[src/rtl/tdxq_pkg.sv]
// tdxq_pkg: result types and status codes for the quote certification chain locator
// used by tdxq_res_buf and tdx_quote_cert_chain_locator_unit; no dependencies
`default_nettype none

package tdxq_pkg;

  typedef enum logic [2:0] {
    ST_OK      = 3'd0,
    ST_SHORT   = 3'd1,
    ST_TEE     = 3'd2,
    ST_VERSION = 3'd3,
    ST_STRUCT  = 3'd4,
    ST_OVER    = 3'd5
  } status_t;

  typedef struct packed {
    status_t     status;
    logic [15:0] quote_version;
    logic [15:0] sig_data_offset;
    logic [15:0] sig_data_length;
    logic [15:0] chain_offset;
    logic [15:0] chain_length;
  } result_t;

endpackage

`default_nettype wire

[src/rtl/tdxq_res_buf.sv]
// tdxq_res_buf: two-entry result buffer (output register plus skid register)
// depends on tdxq_pkg for result_t
`default_nettype none

module tdxq_res_buf
  import tdxq_pkg::*;
(
  input  wire logic    clk,
  input  wire logic    rst,
  input  wire logic    push,
  input  wire result_t push_data,
  output logic         full,
  input  wire logic    pop_ready,
  output logic         out_valid,
  output result_t      out_data
);

  logic    sk_valid;
  result_t sk_data;
  logic    pop;

  assign pop  = out_valid && pop_ready;
  assign full = sk_valid;

  always_ff @(posedge clk) begin
    if (rst) begin
      out_valid <= 1'b0;
      sk_valid  <= 1'b0;
    end else if (pop) begin
      if (sk_valid) begin
        sk_valid <= 1'b0;
      end else begin
        out_valid <= push;
      end
    end else if (push) begin
      if (!out_valid) begin
        out_valid <= 1'b1;
      end else begin
        sk_valid <= 1'b1;
      end
    end
  end

  always_ff @(posedge clk) begin
    if (pop) begin
      if (sk_valid) begin
        out_data <= sk_data;
      end else if (push) begin
        out_data <= push_data;
      end
    end else if (push) begin
      if (!out_valid) begin
        out_data <= push_data;
      end else begin
        sk_data <= push_data;
      end
    end
  end

  a_skid_behind_out: assert property (@(posedge clk) disable iff (rst)
    sk_valid |-> out_valid)
    else $error("skid entry held without output entry");

  a_no_push_when_full: assert property (@(posedge clk) disable iff (rst)
    !(push && sk_valid))
    else $error("result pushed into full buffer");

  a_push_lands: assert property (@(posedge clk) disable iff (rst)
    (push && !out_valid) |=> out_valid)
    else $error("pushed result not presented");

endmodule

`default_nettype wire

[src/rtl/tdx_quote_cert_chain_locator_unit.sv]
// tdx_quote_cert_chain_locator_unit: byte-serial quote parser, one byte per cycle
// result: a quote's result is pushed into the result buffer on its tlast transfer and is registered before m_tvalid
// throughput: one byte per cycle; a two-entry result buffer keeps input flowing
// while a result waits, so s_tready drops only when both entries are occupied
// reset: synchronous rst clears parser state and empties the result buffer
// depends on tdxq_pkg and tdxq_res_buf
`default_nettype none

module tdx_quote_cert_chain_locator_unit
  import tdxq_pkg::*;
#(
  parameter int POSITION_BITS = 16
) (
  input  wire logic        clk,
  input  wire logic        rst,
  input  wire logic        s_tvalid,
  output logic             s_tready,
  input  wire logic [7:0]  s_tdata,   // data_byte[7:0]
  input  wire logic        s_tlast,
  output logic             m_tvalid,
  input  wire logic        m_tready,
  output logic [87:0]      m_tdata    // status[2:0], quote_version[18:3],
                                      // sig_data_offset[34:19], sig_data_length[50:35],
                                      // chain_offset[66:51], chain_length[82:67], zero
);

  localparam int BW = POSITION_BITS + 1;
  localparam int PW = ((POSITION_BITS > 32) ? POSITION_BITS : 32) + 2;

  localparam logic [31:0] TEE_TDX     = 32'h0000_0081;
  localparam int unsigned HDR_LEN     = 48;
  localparam int unsigned V4_BODY     = 584;
  localparam int unsigned SIGKEY_LEN  = 128;
  localparam int unsigned CERT_HDR    = 6;
  localparam int unsigned QE_SKIP     = 384 + 64;
  localparam logic [15:0] TYPE_QE     = 16'd6;
  localparam logic [15:0] TYPE_PCK    = 16'd5;
  localparam logic [15:0] VER_4       = 16'd4;
  localparam logic [15:0] VER_5       = 16'd5;
  localparam int unsigned BODY_SZ_POS = HDR_LEN + 2;
  localparam int unsigned HDR_END_POS = BODY_SZ_POS + 3;

  typedef enum logic [8:0] {
    PH_HDR    = 9'b000000001,
    PH_SIGLEN = 9'b000000010,
    PH_OTYPE  = 9'b000000100,
    PH_OSIZE  = 9'b000001000,
    PH_AUTH   = 9'b000010000,
    PH_ITYPE  = 9'b000100000,
    PH_ISIZE  = 9'b001000000,
    PH_DONE   = 9'b010000000,
    PH_IDLE   = 9'b100000000
  } phase_t;

  function automatic logic [31:0] put_byte(logic [31:0] w, logic [1:0] lane, logic [7:0] b);
    logic [31:0] r;
    r = w;
    case (lane)
      2'd0:    r[7:0]   = w[7:0]   | b;
      2'd1:    r[15:8]  = w[15:8]  | b;
      2'd2:    r[23:16] = w[23:16] | b;
      2'd3:    r[31:24] = w[31:24] | b;
      default: r = w;
    endcase
    return r;
  endfunction

  logic [BW-1:0] bp, bp_next;
  logic [31:0]   fa, fa_next;
  phase_t        phase, phase_next;
  logic [PW-1:0] nfp, nfp_next;
  logic [15:0]   hver, hver_next;
  logic [31:0]   htee, htee_next;
  logic [PW-1:0] ss, ss_next;
  logic [31:0]   slen, slen_next;
  logic [PW-1:0] oend, oend_next;
  logic [31:0]   isize, isize_next;
  logic          fault, fault_next;

  logic          accept;
  logic          over;
  logic [PW-1:0] pos;
  logic [PW-1:0] diff;
  logic          field_ph;
  logic          wide_field;
  logic          in_field;
  logic [1:0]    k;
  logic [1:0]    klast;
  logic          fdone;
  logic [31:0]   asm_v;
  logic [31:0]   hdr_fa;
  logic [1:0]    hdr_lane;
  logic [PW-1:0] len;
  status_t       status;
  result_t       res;
  result_t       out_res;
  logic          buf_full;

  assign accept = s_tvalid && s_tready;
  assign s_tready = !buf_full;
  assign over = bp[BW-1];

  always_comb begin
    pos        = PW'(bp);
    diff       = pos - nfp;
    wide_field = (phase == PH_SIGLEN) || (phase == PH_OSIZE) || (phase == PH_ISIZE);
    field_ph   = !((phase == PH_HDR) || (phase == PH_DONE) || (phase == PH_IDLE));
    in_field   = field_ph && (pos >= nfp) && (diff < (wide_field ? PW'(4) : PW'(2)));
    k          = diff[1:0];
    klast      = wide_field ? 2'd3 : 2'd1;
    fdone      = in_field && (k == klast);
    asm_v      = put_byte(fa, k, s_tdata);
    hdr_lane   = 2'(bp - BW'(BODY_SZ_POS));
    hdr_fa     = put_byte(fa, hdr_lane, s_tdata);

    bp_next    = bp;
    fa_next    = fa;
    phase_next = phase;
    nfp_next   = nfp;
    hver_next  = hver;
    htee_next  = htee;
    ss_next    = ss;
    slen_next  = slen;
    oend_next  = oend;
    isize_next = isize;
    fault_next = fault;

    if (over) begin
      bp_next = {1'b1, (BW-1)'(1)};
    end else begin
      bp_next = bp + BW'(1);
      if (in_field) begin
        fa_next = fdone ? 32'd0 : asm_v;
      end
      case (phase)
        PH_HDR: begin
          if (bp < BW'(2)) begin
            hver_next = bp[0] ? (hver | {s_tdata, 8'd0}) : (hver | {8'd0, s_tdata});
          end
          if ((bp >= BW'(4)) && (bp < BW'(8))) begin
            htee_next = put_byte(htee, bp[1:0], s_tdata);
          end
          if ((bp >= BW'(BODY_SZ_POS)) && (bp <= BW'(HDR_END_POS))) begin
            fa_next = hdr_fa;
          end
          if (bp == BW'(HDR_END_POS)) begin
            fa_next = 32'd0;
            if (hver == VER_4) begin
              nfp_next   = PW'(HDR_LEN + V4_BODY);
              phase_next = PH_SIGLEN;
            end else if (hver == VER_5) begin
              nfp_next   = PW'(HDR_LEN + CERT_HDR) + PW'(hdr_fa);
              phase_next = PH_SIGLEN;
            end else begin
              phase_next = PH_IDLE;
            end
          end
        end
        PH_SIGLEN: begin
          if (fdone) begin
            slen_next = asm_v;
            ss_next   = nfp + PW'(4);
            oend_next = nfp + PW'(4) + PW'(asm_v);
            nfp_next  = nfp + PW'(4 + SIGKEY_LEN);
            if (asm_v < 32'(SIGKEY_LEN + CERT_HDR)) begin
              fault_next = 1'b1;
              phase_next = PH_IDLE;
            end else begin
              phase_next = PH_OTYPE;
            end
          end
        end
        PH_OTYPE: begin
          if (fdone) begin
            if (asm_v[15:0] != TYPE_QE) begin
              fault_next = 1'b1;
              phase_next = PH_IDLE;
            end else begin
              nfp_next   = nfp + PW'(2);
              phase_next = PH_OSIZE;
            end
          end
        end
        PH_OSIZE: begin
          if (fdone) begin
            if ((nfp + PW'(4) + PW'(asm_v) != oend) || (asm_v < 32'(QE_SKIP + 2))) begin
              fault_next = 1'b1;
              phase_next = PH_IDLE;
            end else begin
              nfp_next   = nfp + PW'(4 + QE_SKIP);
              phase_next = PH_AUTH;
            end
          end
        end
        PH_AUTH: begin
          if (fdone) begin
            if (nfp + PW'(asm_v[15:0]) + PW'(2 + CERT_HDR) > oend) begin
              fault_next = 1'b1;
              phase_next = PH_IDLE;
            end else begin
              nfp_next   = nfp + PW'(2) + PW'(asm_v[15:0]);
              phase_next = PH_ITYPE;
            end
          end
        end
        PH_ITYPE: begin
          if (fdone) begin
            if (asm_v[15:0] != TYPE_PCK) begin
              fault_next = 1'b1;
              phase_next = PH_IDLE;
            end else begin
              nfp_next   = nfp + PW'(2);
              phase_next = PH_ISIZE;
            end
          end
        end
        PH_ISIZE: begin
          if (fdone) begin
            if (nfp + PW'(4) + PW'(asm_v) != oend) begin
              fault_next = 1'b1;
              phase_next = PH_IDLE;
            end else begin
              isize_next = asm_v;
              nfp_next   = nfp + PW'(4);
              phase_next = PH_DONE;
            end
          end
        end
        default: begin
        end
      endcase
    end
  end

  // end of block only moves on a signature length field, which never ends in DONE
  always_comb begin
    len = PW'(bp) + PW'(1);
    if (over) begin
      status = ST_OVER;
    end else if (bp < BW'(HDR_LEN - 1)) begin
      status = ST_SHORT;
    end else if (htee != TEE_TDX) begin
      status = ST_TEE;
    end else if ((hver_next != VER_4) && (hver_next != VER_5)) begin
      status = ST_VERSION;
    end else if ((phase_next == PH_HDR) || (phase_next == PH_SIGLEN)) begin
      status = ST_SHORT;
    end else if (fault_next || (oend > len) || (phase_next != PH_DONE)) begin
      status = ST_STRUCT;
    end else begin
      status = ST_OK;
    end

    res.status          = status;
    res.quote_version   = hver_next;
    res.sig_data_offset = ((status == ST_OK) || (status == ST_STRUCT)) ? ss_next[15:0] : 16'd0;
    res.sig_data_length = (status == ST_OK) ? slen_next[15:0] : 16'd0;
    res.chain_offset    = (status == ST_OK) ? nfp_next[15:0] : 16'd0;
    res.chain_length    = (status == ST_OK) ? isize_next[15:0] : 16'd0;
  end

  always_ff @(posedge clk) begin
    if (rst || (accept && s_tlast)) begin
      bp    <= '0;
      fa    <= '0;
      phase <= PH_HDR;
      nfp   <= '0;
      hver  <= '0;
      htee  <= '0;
      ss    <= '0;
      slen  <= '0;
      oend  <= '0;
      isize <= '0;
      fault <= 1'b0;
    end else if (accept) begin
      bp    <= bp_next;
      fa    <= fa_next;
      phase <= phase_next;
      nfp   <= nfp_next;
      hver  <= hver_next;
      htee  <= htee_next;
      ss    <= ss_next;
      slen  <= slen_next;
      oend  <= oend_next;
      isize <= isize_next;
      fault <= fault_next;
    end
  end

  tdxq_res_buf u_res_buf (
    .clk       (clk),
    .rst       (rst),
    .push      (accept && s_tlast),
    .push_data (res),
    .full      (buf_full),
    .pop_ready (m_tready),
    .out_valid (m_tvalid),
    .out_data  (out_res)
  );

  assign m_tdata = {5'd0,
                    out_res.chain_length,
                    out_res.chain_offset,
                    out_res.sig_data_length,
                    out_res.sig_data_offset,
                    out_res.quote_version,
                    out_res.status};

  a_fault_stops: assert property (@(posedge clk) disable iff (rst)
    fault |-> (phase == PH_IDLE))
    else $error("structure fault without parser stop");

  a_restart_after_last: assert property (@(posedge clk) disable iff (rst)
    (accept && s_tlast) |=> ((bp == '0) && (phase == PH_HDR) && !fault))
    else $error("parser not restarted after final byte");

  a_header_consumed: assert property (@(posedge clk) disable iff (rst)
    (phase != PH_HDR) |-> (bp > BW'(HDR_END_POS)))
    else $error("parser left header phase early");

  a_ready_when_room: assert property (@(posedge clk) disable iff (rst)
    !m_tvalid |-> s_tready)
    else $error("input stalled with empty result buffer");

endmodule

`default_nettype wire
[config.mk]
export PLATFORM = sky130hd
export DESIGN_NAME = tdx_quote_cert_chain_locator_unit
export DESIGN_NICKNAME = d
export VERILOG_FILES = /design/src/rtl/tdxq_pkg.sv /design/src/rtl/tdxq_res_buf.sv /design/src/rtl/tdx_quote_cert_chain_locator_unit.sv
export SDC_FILE = /design/constraint.sdc
export NUM_CORES = 1
export LEC_CHECK = 0
export ABC_AREA = 1
export CAP_MARGIN = 20
export CELL_PAD_IN_SITES_DETAIL_PLACEMENT = 1
export CELL_PAD_IN_SITES_GLOBAL_PLACEMENT = 1
export CORE_ASPECT_RATIO = 0.8
export CORE_MARGIN = 2
export CORE_UTILIZATION = 43
export CTS_CLUSTER_DIAMETER = 100
export CTS_CLUSTER_SIZE = 12
export DETAILED_ROUTE_END_ITERATION = 12
export DONT_BUFFER_PORTS = 1
export GPL_ROUTABILITY_DRIVEN = 0
export MAX_ROUTING_LAYER = met4
export PLACE_DENSITY = 0.78
export REMOVE_ABC_BUFFERS = 1
export SYNTH_ARGS = -nofsm -noshare
export SYNTH_HDL_FRONTEND = slang
export SYNTH_SLANG_ARGS = --single-unit
[constraint.sdc]
create_clock -name clk -period 8.1 [get_ports clk]
set_input_delay 0.405 -clock clk [delete_from_list [all_inputs] [get_ports clk]]
set_output_delay 0.405 -clock clk [all_outputs]
set_load 0.05 [all_outputs]
======== Word-level counts from Yosys, hierarchy flattened ========
Cells that the tools add are included.
storage, ports and cells
  output and inout bits ................... 90
  input bits .............................. 13
  logic and storage cells ................. 248
  register bits after elaboration ......... 391
cells by class
  add/subtract/negate cells ............... 13
  $lt $le $gt $ge ......................... 12
  reduce and logical (&&, ||, !) cells .... 40
  bitwise gates (word level) .............. 12
  mux-type cells .......................... 95
  equality and inequality tests ........... 47
operators by type and width
  cell                                            count
  two-way mux 34 bit                              14
  two-way mux 83 bit                              5
  two-way mux 16 bit                              19
  case mux 34 bit (7 select lines)                1
  two-way mux 32 bit                              5
  two-way mux 9 bit                               16
  adder 34 x 16 -> 34 bit                         2
  two-way mux 8 bit                               8
  != test 16 x 3 -> 1 bit, second input constant  4
  bitwise OR 8 bit                                8
  case mux 9 bit (7 select lines)                 1
  adder 34 x 2 -> 34 bit, second input constant   1
  adder 34 x 3 -> 34 bit, second input constant   1
  adder 34 x 32 -> 34 bit                         1
  adder 34 x 4 -> 34 bit, second input constant   1
  adder 34 x 8 -> 34 bit, second input constant   1
  adder 34 x 9 -> 34 bit, second input constant   1
  greater-or-equal comparator 17 x 34 -> 1 bit    1
  > comparator 34 x 18 -> 1 bit                   1
  > comparator 34 bit                             1
  less-than comparator 34 x 3 -> 1 bit            1
  != test 34 bit                                  1
  subtractor 17 x 34 -> 34 bit                    1
  adder 6 x 32 -> 33 bit, first input constant    1
  52 further kinds                                123

======== Depth between registers and ports, before layout ========
Gate-level depths: netlist (run 1).
  word-level depth ........................ 24
  depth in mapped cells ................... 51
  gate-level depth less buffers ........... 48

======== Hierarchy ========
Synthesis (run 1) repeated with hierarchy kept, for this count alone.
second synthesis, totals
  cells, all modules ...................... 4380
  area total of the unflattened synthesis .. 30062.6 sq um
modules (own cells, without submodules)
  module                             area each (sq um)  cells each  times used  sequential area each (sq um)
  tdx_quote_cert_chain_locator_unit  23507.5            3930        1           4464.3
  tdxq_res_buf                       6555.0             450         1           5024.8

======== Worst setup path after synthesis (run 1) ========
Ideal clock, no wire load.
  kind .................................... reg-to-reg
  from .................................... reg nfp[1]
  to ...................................... reg u_res_buf.sk_data[32] in the netlist's numbering (data pin)
  required time ........................... 7.836 ns
  period minus slack after synthesis ...... 7.602 ns
  cell stages (with the launch flop) ...... 45
  arrival time ............................ 7.337 ns
  setup slack ............................. 0.498 ns
  cell sequence ........................... dfxtp_1 > clkbuf_1 > clkinv_1 > ha_1 > nand2_1 > o21ai_0 > ha_1 > ha_1 > inv_1 > fa_1 > o21ai_0 > nand2_1 > o211ai_1 > a21oi_1 > o21ai_0 > a21oi_1 > o21bai_1 > a21oi_1 > [... 9 more ...] > nor3_1 > a21oi_1 > o21ai_0 > nand2_1 > inv_1 > nor2_1 > o32ai_1 > inv_1 > nor2_1 > nand3_2 > nand2_1 > nand2_1 > nand2_1 > inv_2 > nand4_1 > buf_4 > buf_6 > nor2_1
RTL lines
  item                      RTL line                                  text
  start: declaration        tdx_quote_cert_chain_locator_unit.sv:71   logic [PW-1:0] nfp, nfp_next;
  start signal: assignment  tdx_quote_cert_chain_locator_unit.sv:279  nfp <= nfp_next;
  end signal: assignment    tdxq_res_buf.sv:55                        sk_data <= push_data;
  end: declaration          tdxq_res_buf.sv:19                        result_t sk_data;

==> reports/metrics.yaml, run 1 <==
grt_pass1_vias: 31200
wirelength_um: 133000
pwr-share-clk_pct: 31.2
fill_cells: 9101
fin_nets: 4623
worstPathRequired_ns: 8.40
wl_per_cell_um: 24.7
dieArea_um2: 72000
first_pass_iters: 6
maxSlewViolCount: 0
yosys_warnings: 0
die_h_um: 240
worst_slack_ns: 0.403
gr-usage-all-layers_pct: 36.8
grt_pass1_wl_um: 197000
synth_cell_types: 65
tightestPinTransition_ns: 1.18
fmax_ghz: 0.130
clock_sinks: 391
p_comb_share_pct: 29.1
drive_above_1_share_pct: 6.21
hold_viol: 0
clk_path_buf_depth: 3
avgSynthCellArea_um2: 6.71
num_rows: 86
critical_path_class: "reg -> reg"
synth-edff-count: 166
power.density_nw_per_um2: 172
crit_path_frequent_cell: "nand2_1"
cts_tree: "yes"
swShare_pct: 38.4
dieWidth_um: 300
crit_slowest_cell: "nand4_1"
via_per_inst: 6.04
io_pins: 103
fin_crit_ns: 7.70
clk-insertion-delay-late_ns: 0.61
report.final.setup_viol: 0
seq_power_share_pct: 39.7
hold_path.class: "in -> reg"
synthFlopType: "dfxtp_1"
cts_buffers: 38
path_clk_slew_ns: 0.06
route.detailed.drc: 0
drt_iter0_markers: 3565
routed-via-count: 32700
max-vdd-ir-drop_mv: 0.159
outcome: "completed"
start_util_pct: 43.6
mostFrequentLayoutCell: "nand2_1"
io_buffers: 0
ys_seq_area_share_pct: 31.6
power_switching_mw: 2.16
grt_overflow: 0
area_growth_syn_to_layout_pct: 8.75
worstPathMaxFanout: 12
fin_crit_sh_pct: 95.0
met2_usage_pct: 51.8
mostFrequentLayoutCells: "895 x nand2_1, 634 x inv_1, 468 x nor2_1, 435 x a21oi_1, 333 x o21ai_0"
htree_levels: 2
use_met1_pct: 50.8
ant_nets: 0
syn_inst: 4480
dp_slack_ns: -0.146
clock_skew_ns: 0.0427
synthesis.area_um2: 30100
drv_cap: 0
rsz0062_at_grt: "false"
synth-async-reset-ratio_pct: 0
power.internal_mw: 3.47
cp.arrival_ns: 8.00
grt_use_met3_pct: 9.45
busiest_layer: "met2"
dp_hpwl_um: 102000
r2r_setup_slack_ns: 0.40
critPathMaxStageDelay_ns: 0.72
cts_root_buf: "clkbuf_16"
slew_headroom_pct: 20.7
coreArea_um2: 69000
total_power_mw: 5.62
setup.worst_path.start_class: "flop"
antenna_found_initial: 7
synth-seq-cells: 391
end_kind: "flop"
grt_max_degree: 99
p_leak_nw: 14.2
## power groups by stage
stage | clock network (mW) | logic, mW | registers [mW]
3_5_place_dp | 0 | 1.52 | 2.27
5_1_grt | 1.84 | 1.75 | 2.23
3_3_place_gp | 0 | 1.48 | 2.27
4_1_cts | 1.77 | 1.54 | 2.23
2_1_floorplan | 0 | 0.955 | 2.25
6_report | 1.76 | 1.64 | 2.23
## cells by family (layout without fill, tap and decap cells)
group	Yosys count	count (layout)	synth area share, %
simple gates	1917	1917	27.4
xor+xnor	119	119	3.51
buf+inv	843	836	11.0
mux	16	16	0.533
compound gates	1035	1035	19.3
other cells	1	14	0.0125
fa+ha+maj	158	158	6.70
flops	391	391	31.6
## synthesized netlist by cell type, types with 26 or more instances
cell,instances,share of area [%]
edfxtp_1,166,17
o211ai_1,51,1.3
nand4_1,80,1.7
clkbuf_1,119,1.5
nor4_1,38,0.79
ha_1,153,6.4
nand2_1,904,11
a21oi_1,438,7.3
inv_1,638,8.0
nand3_1,256,4.3
xor2_1,98,2.9
a31oi_1,40,0.83
dfxtp_1,225,15
o21ai_0,341,5.7
nor3_1,74,1.2
nor2_1,478,6.0
buf_2,26,0.43
## critical path: cells and delay by family, from the launching register on
| kind | cells | cell delay [ns] |
|---|---|---|
| fa+ha+maj | 2 | 0.84 |
| buf+inv | 8 | 1.16 |
| flops | 1 | 0.66 |
| simple gates | 23 | 3.64 |
| compound gates | 2 | 0.44 |
| xor+xnor | 2 | 0.64 |
## routing by layer
metal,part of all wire (%),wire (µm)
met3,11,14900
met4,4.1,5430
met2,41,54100
met1,44,59000
met5,0,0
## worst paths after layout
check / from / cells past startpoint / end
setup reg to reg: nfp[3] / 37 / u_res_buf.sk_data[5]
hold / removal: s_tdata[7] / 2 / htee[15]
hold reg to reg: htee[10] / 2 / htee[10]
setup / recovery: nfp[3] / 37 / u_res_buf.sk_data[5]
## cell type report
type,instances,area [µm²],area share (%)
Multi-Input combinational cell,3250,17500,53.5
Sequential cell,391,9490,29.0
Inverter,670,2520,7.71
Tap cell,924,1160,3.54
Clock buffer,62,1070,3.28
Timing Repair Buffer,101,887,2.71
Clock inverter,3,33.8,0.103
Antenna cell,9,22.5,0.0689
## per-stage QoR
step / hold WS (ns) / instances / utilization [%] / setup TNS, ns / instance area (µm²)
final: 0.00990 / 5410 / 47.4 / 0 / 32700
after global routing: 0.0277 / 5409 / 47.4 / 0 / 32700
after detailed placement: 0.446 / 5316 / 45.2 / -3.33 / 31100
after CTS: 0.000688 / 5390 / 46.9 / 0 / 32400
after floorplan: 0.430 / 4311 / - / -3.34 / 29300
after global placement: 0.438 / 5316 / 45.2 / 0 / 31100
## registers in the layout (all words and copies together), names as in the netlist
| register | flops |
|---|---|
| slen | 16 |
| u_res_buf.sk_data | 83 |
| hver | 16 |
| phase | 9 |
| htee | 32 |
| ss | 16 |
| u_res_buf.out_valid | 1 |
| oend | 34 |
| isize | 16 |
| bp | 17 |
| u_res_buf.full | 1 |
| fa | 32 |
| fault | 1 |
| u_res_buf.out_data | 83 |
| nfp | 34 |
## timing repair
item | in CTS | in global routing
buffers inserted | 0 | 6
hold endpoints to repair | 30 | 0
cloned | 0 | 3
pin swaps | 0 | 9
hold buffers | 9 | 0
gates resized for setup | 3 | 47
setup endpoints to repair | 54 | 165
Note: power is estimated with default switching activity, not from simulation.
==> run 2, diff against run 1 <==
Settings changed: SLEW_MARGIN from default to 40, SYNTH_HIERARCHICAL from default to 1.
==> reports/metrics.yaml, run 2 <==
htree_levels: 2  # unchanged
r2r_setup_slack_ns: 0.58  # +0.18 ns
placed_cell_area_um2: 31000  # -0.38%
synthSimpleGateAreaFrac_pct: 27.5  # +0.060 points
antenna_found_initial: 5  # -2
grt_pass1_wl_um: 189000  # -4.1%
power.density_nw_per_um2: 174  # +1.1%
reg2reg_from: "nfp[0]"
synth_xor_area_share_pct: 3.74  # +0.22 points
synth-seq-cells: 391  # unchanged
post-synth-top-area-fraction_pct: 16.6  # about the same
critPathMaxStageDelay_ns: 0.53  # -0.19 ns
fin_crit_ns: 7.52  # -0.180 ns
synth.top_cells.by_count: "943 x nand2_1, 599 x inv_1, 381 x a21oi_1"
yosys_warnings: 6  # +6
synth-async-reset-ratio_pct: 0  # unchanged
via_per_inst: 5.99  # -0.92%
clk-insertion-delay-late_ns: 0.59  # -0.02 ns
syn_inst: 4380  # -2.2%
die_h_um: 240  # about the same
reg2reg_depth: 39  # +5.4%
synth_top_family_by_area: "simple AND/OR/NAND/NOR gates"
cp.arrival_ns: 7.94  # -0.06 ns
hold_viol: 0  # unchanged
met2_usage_pct: 50.9  # -0.95 points
r2r_end: "u_res_buf/out_data[9]"
io_pins: 103  # unchanged
clock_sinks: 391  # unchanged
end_kind: "flop"
grt_overflow: 0  # unchanged
grt_use_met3_pct: 7.00  # -2.4 points
dp_hpwl_um: 95900  # -5.7%
cts_tree: "yes"
hold_slack_ns: 0.0388  # +0.0289 ns
mostFrequentLayoutCell: "nand2_1"
max-vdd-ir-drop_mv: 0.148  # -7.4%
synth.most_common_cell: "nand2_1"
grt_max_degree: 155  # +57%
routed-via-count: 31700  # -3.0%
critical_path_class: "reg -> reg"
reg.largest.list: "u_res_buf/out_data (83), u_res_buf/sk_data (83)"
hold_path.class: "in -> reg"
first_pass_iters: 6  # unchanged
p_leak_nw: 14.3  # +0.19%
cts_root_buf: "clkbuf_16"
use_met1_pct: 48.4  # -2.4 points
fin_area_um2: 32600  # -0.33%
final_util_pct: 47.2  # -0.23 points
gr-usage-all-layers_pct: 35.1  # -1.8 points
synthesis.area_um2: 30100  # about the same
tightestPinTransition_ns: 0.941  # -0.237 ns
synth_cell_types: 70  # +7.7%
mostFrequentLayoutCells: "940 x nand2_1, 596 x inv_1, 381 x a21oi_1, 374 x nor2_1, 287 x o21ai_0"
synth_compound_area_share_pct: 19.1  # -0.22 points
worstPathRequired_ns: 8.53  # +0.13 ns
avgSynthCellArea_um2: 6.86  # +2.3%
clock_skew_ns: 0.0205  # -0.0222 ns
setup.worst_path.start_class: "flop"
holdPathEnd: "u_res_buf/out_valid"
synthFlopType: "dfxtp_1"
outcome: "completed"
drt_iter0_markers: 3073  # -14%
area_growth_syn_to_layout_pct: 8.36
drive_above_1_share_pct: 7.89  # +1.7 points
min-delay-start: "m_tready"
synth-edff-count: 166  # unchanged
path_clk_slew_ns: 0.07  # about the same
clk_path_buf_depth: 3  # unchanged
start_util_pct: 43.5  # -0.057 points
grt_pass1_vias: 30400  # -2.7%
yosys.area_share.adder_pct: 6.74  # +0.040 points
yosys.area.top_type: "edfxtp_1"
maxSlewViolCount: 0  # unchanged
crit_path_frequent_cell: "nand2_1"
coreArea_um2: 69100  # +0.16%
min_path_cells: 3  # +1
wl_per_cell_um: 23.8  # -3.4%
route.detailed.drc: 0  # unchanged
cts_buffers: 40  # +5.3%
report.final.setup_viol: 0  # unchanged
wirelength_um: 126000  # -5.4%
crit_slowest_cell: "fa_1"
io_buffers: 0  # unchanged
busiest_layer: "met2"
ys_seq_area_share_pct: 31.6  # about the same
dieArea_um2: 72100  # about the same
fin_nets: 4517  # -2.3%
synth_area_leaders: "edfxtp_1 17%, dfxtp_1 15%, nand2_1 12%, inv_1 7.5%, ha_1 6.4%"
dieWidth_um: 300  # about the same
worstPathMaxFanout: 15  # +3
num_rows: 86  # unchanged
fill_cells: 9020  # -0.89%
synthMuxAreaShare_pct: 0.300  # -0.23 points
fmax_ghz: 0.133  # +2.4%
fin_crit_sh_pct: 92.8  # -2.2 points
ant_nets: 0  # unchanged
slew_headroom_pct: 37.3  # +17 points
drv_cap: 0  # unchanged
## run 2: cell count changes in the layout (fill, tap and decap cells not counted), sizes merged, moves of 17 or more
cell	before	now
o21ai	361	393
o211ai	51	80
or2	25	8
nand2	917	968
nor2	493	393
inv	662	627
a21oi	439	385
nor3	77	130
## run 2: kinds of logic (layout without fill, tap and decap cells)
group | Yosys count | count (layout)
DFF | 391 | 391
and+or+nand+nor | 1886 | 1886
other | 1 | 8
AOI/OAI and AO/OA | 990 | 990
adders and majority gates | 159 | 159
xor gates and xnor gates | 125 | 125
muxes | 9 | 9
buffers and inverters | 819 | 807
## run 2: power breakdown
| group | total (mW) | switching, mW | internal, mW |
|---|---|---|---|
| registers | 2.22 | 0.110 | 2.11 |
| clock network | 1.89 | 0.883 | 1.01 |
| logic | 1.56 | 1.13 | 0.431 |
| total | 5.67 | 2.12 | 3.55 |
## run 2: worst max-delay path: cells and delay by family (launching register included)
family	cells	cell delay, ns
buffers and inverters	6	1.12
AND/OR/NAND/NOR	16	1.96
XOR/XNOR	1	0.16
AO/OA/AOI/OAI	11	1.80
adder cells (fa/ha/maj)	5	1.78
flip-flops	1	0.48
## run 2: layout make-up
| class | count | area [µm²] | area share [%] |
|---|---|---|---|
| Multi-Input combinational cell | 3174 | 17400 | 53.5 |
| Clock inverter | 8 | 149 | 0.457 |
| Timing Repair Buffer | 95 | 822 | 2.52 |
| Inverter | 643 | 2420 | 7.44 |
| Sequential cell | 391 | 9490 | 29.1 |
| Clock buffer | 61 | 1090 | 3.35 |
| Tap cell | 924 | 1160 | 3.55 |
| Antenna cell | 3 | 7.51 | 0.0230 |
## run 2: repair_timing
action                                 in CTS  in global routing
setup endpoints to repair                   0                157
buffers inserted                            0                  4
endpoints found under the hold margin      32                  0
gates resized for setup                     0                 27
hold buffers                               10                  0
## run 2: how the worst max path moves through the flow
stage	start	end	slack [ns]	cells past startpoint
5_1_grt	bp[1]	u_res_buf/out_data[8]	-0.07	47
4_1_cts	bp[1]	u_res_buf/out_data[47]	0.27	43
2_1_floorplan	u_res_buf/full	isize[0]	0.23	8
6_report	nfp[0]	u_res_buf/out_data[9]	0.58	39
3_3_place_gp	bp[1]	u_res_buf/out_data[31]	0.66	43
3_5_place_dp	bp[1]	u_res_buf/out_data[20]	0.29	43
## run 2: routing by layer
layer	wire length [µm]	share of wire, %	vias to the layer above
met5	0	0	-
met4	5200	4.1	0
met3	12300	9.7	268
met2	52700	42	1503
met1	56100	44	15400
li1	-	-	14500
## run 2: stage by stage
| step | worst slack, ns | power, mW | cells | setup TNS, ns |
|---|---|---|---|---|
| 6_report | 0.582 | 5.67 | 5299 | 0 |
| 5_1_grt | -0.0657 | 5.87 | 5299 | -0.939 |
| 4_1_cts | 0.268 | 5.61 | 5290 | 0 |
| 3_5_place_dp | 0.290 | 3.73 | 5211 | 0 |
| 3_3_place_gp | 0.659 | 3.69 | 5211 | 0 |
| 2_1_floorplan | 0.228 | 3.17 | 4208 | 0 |
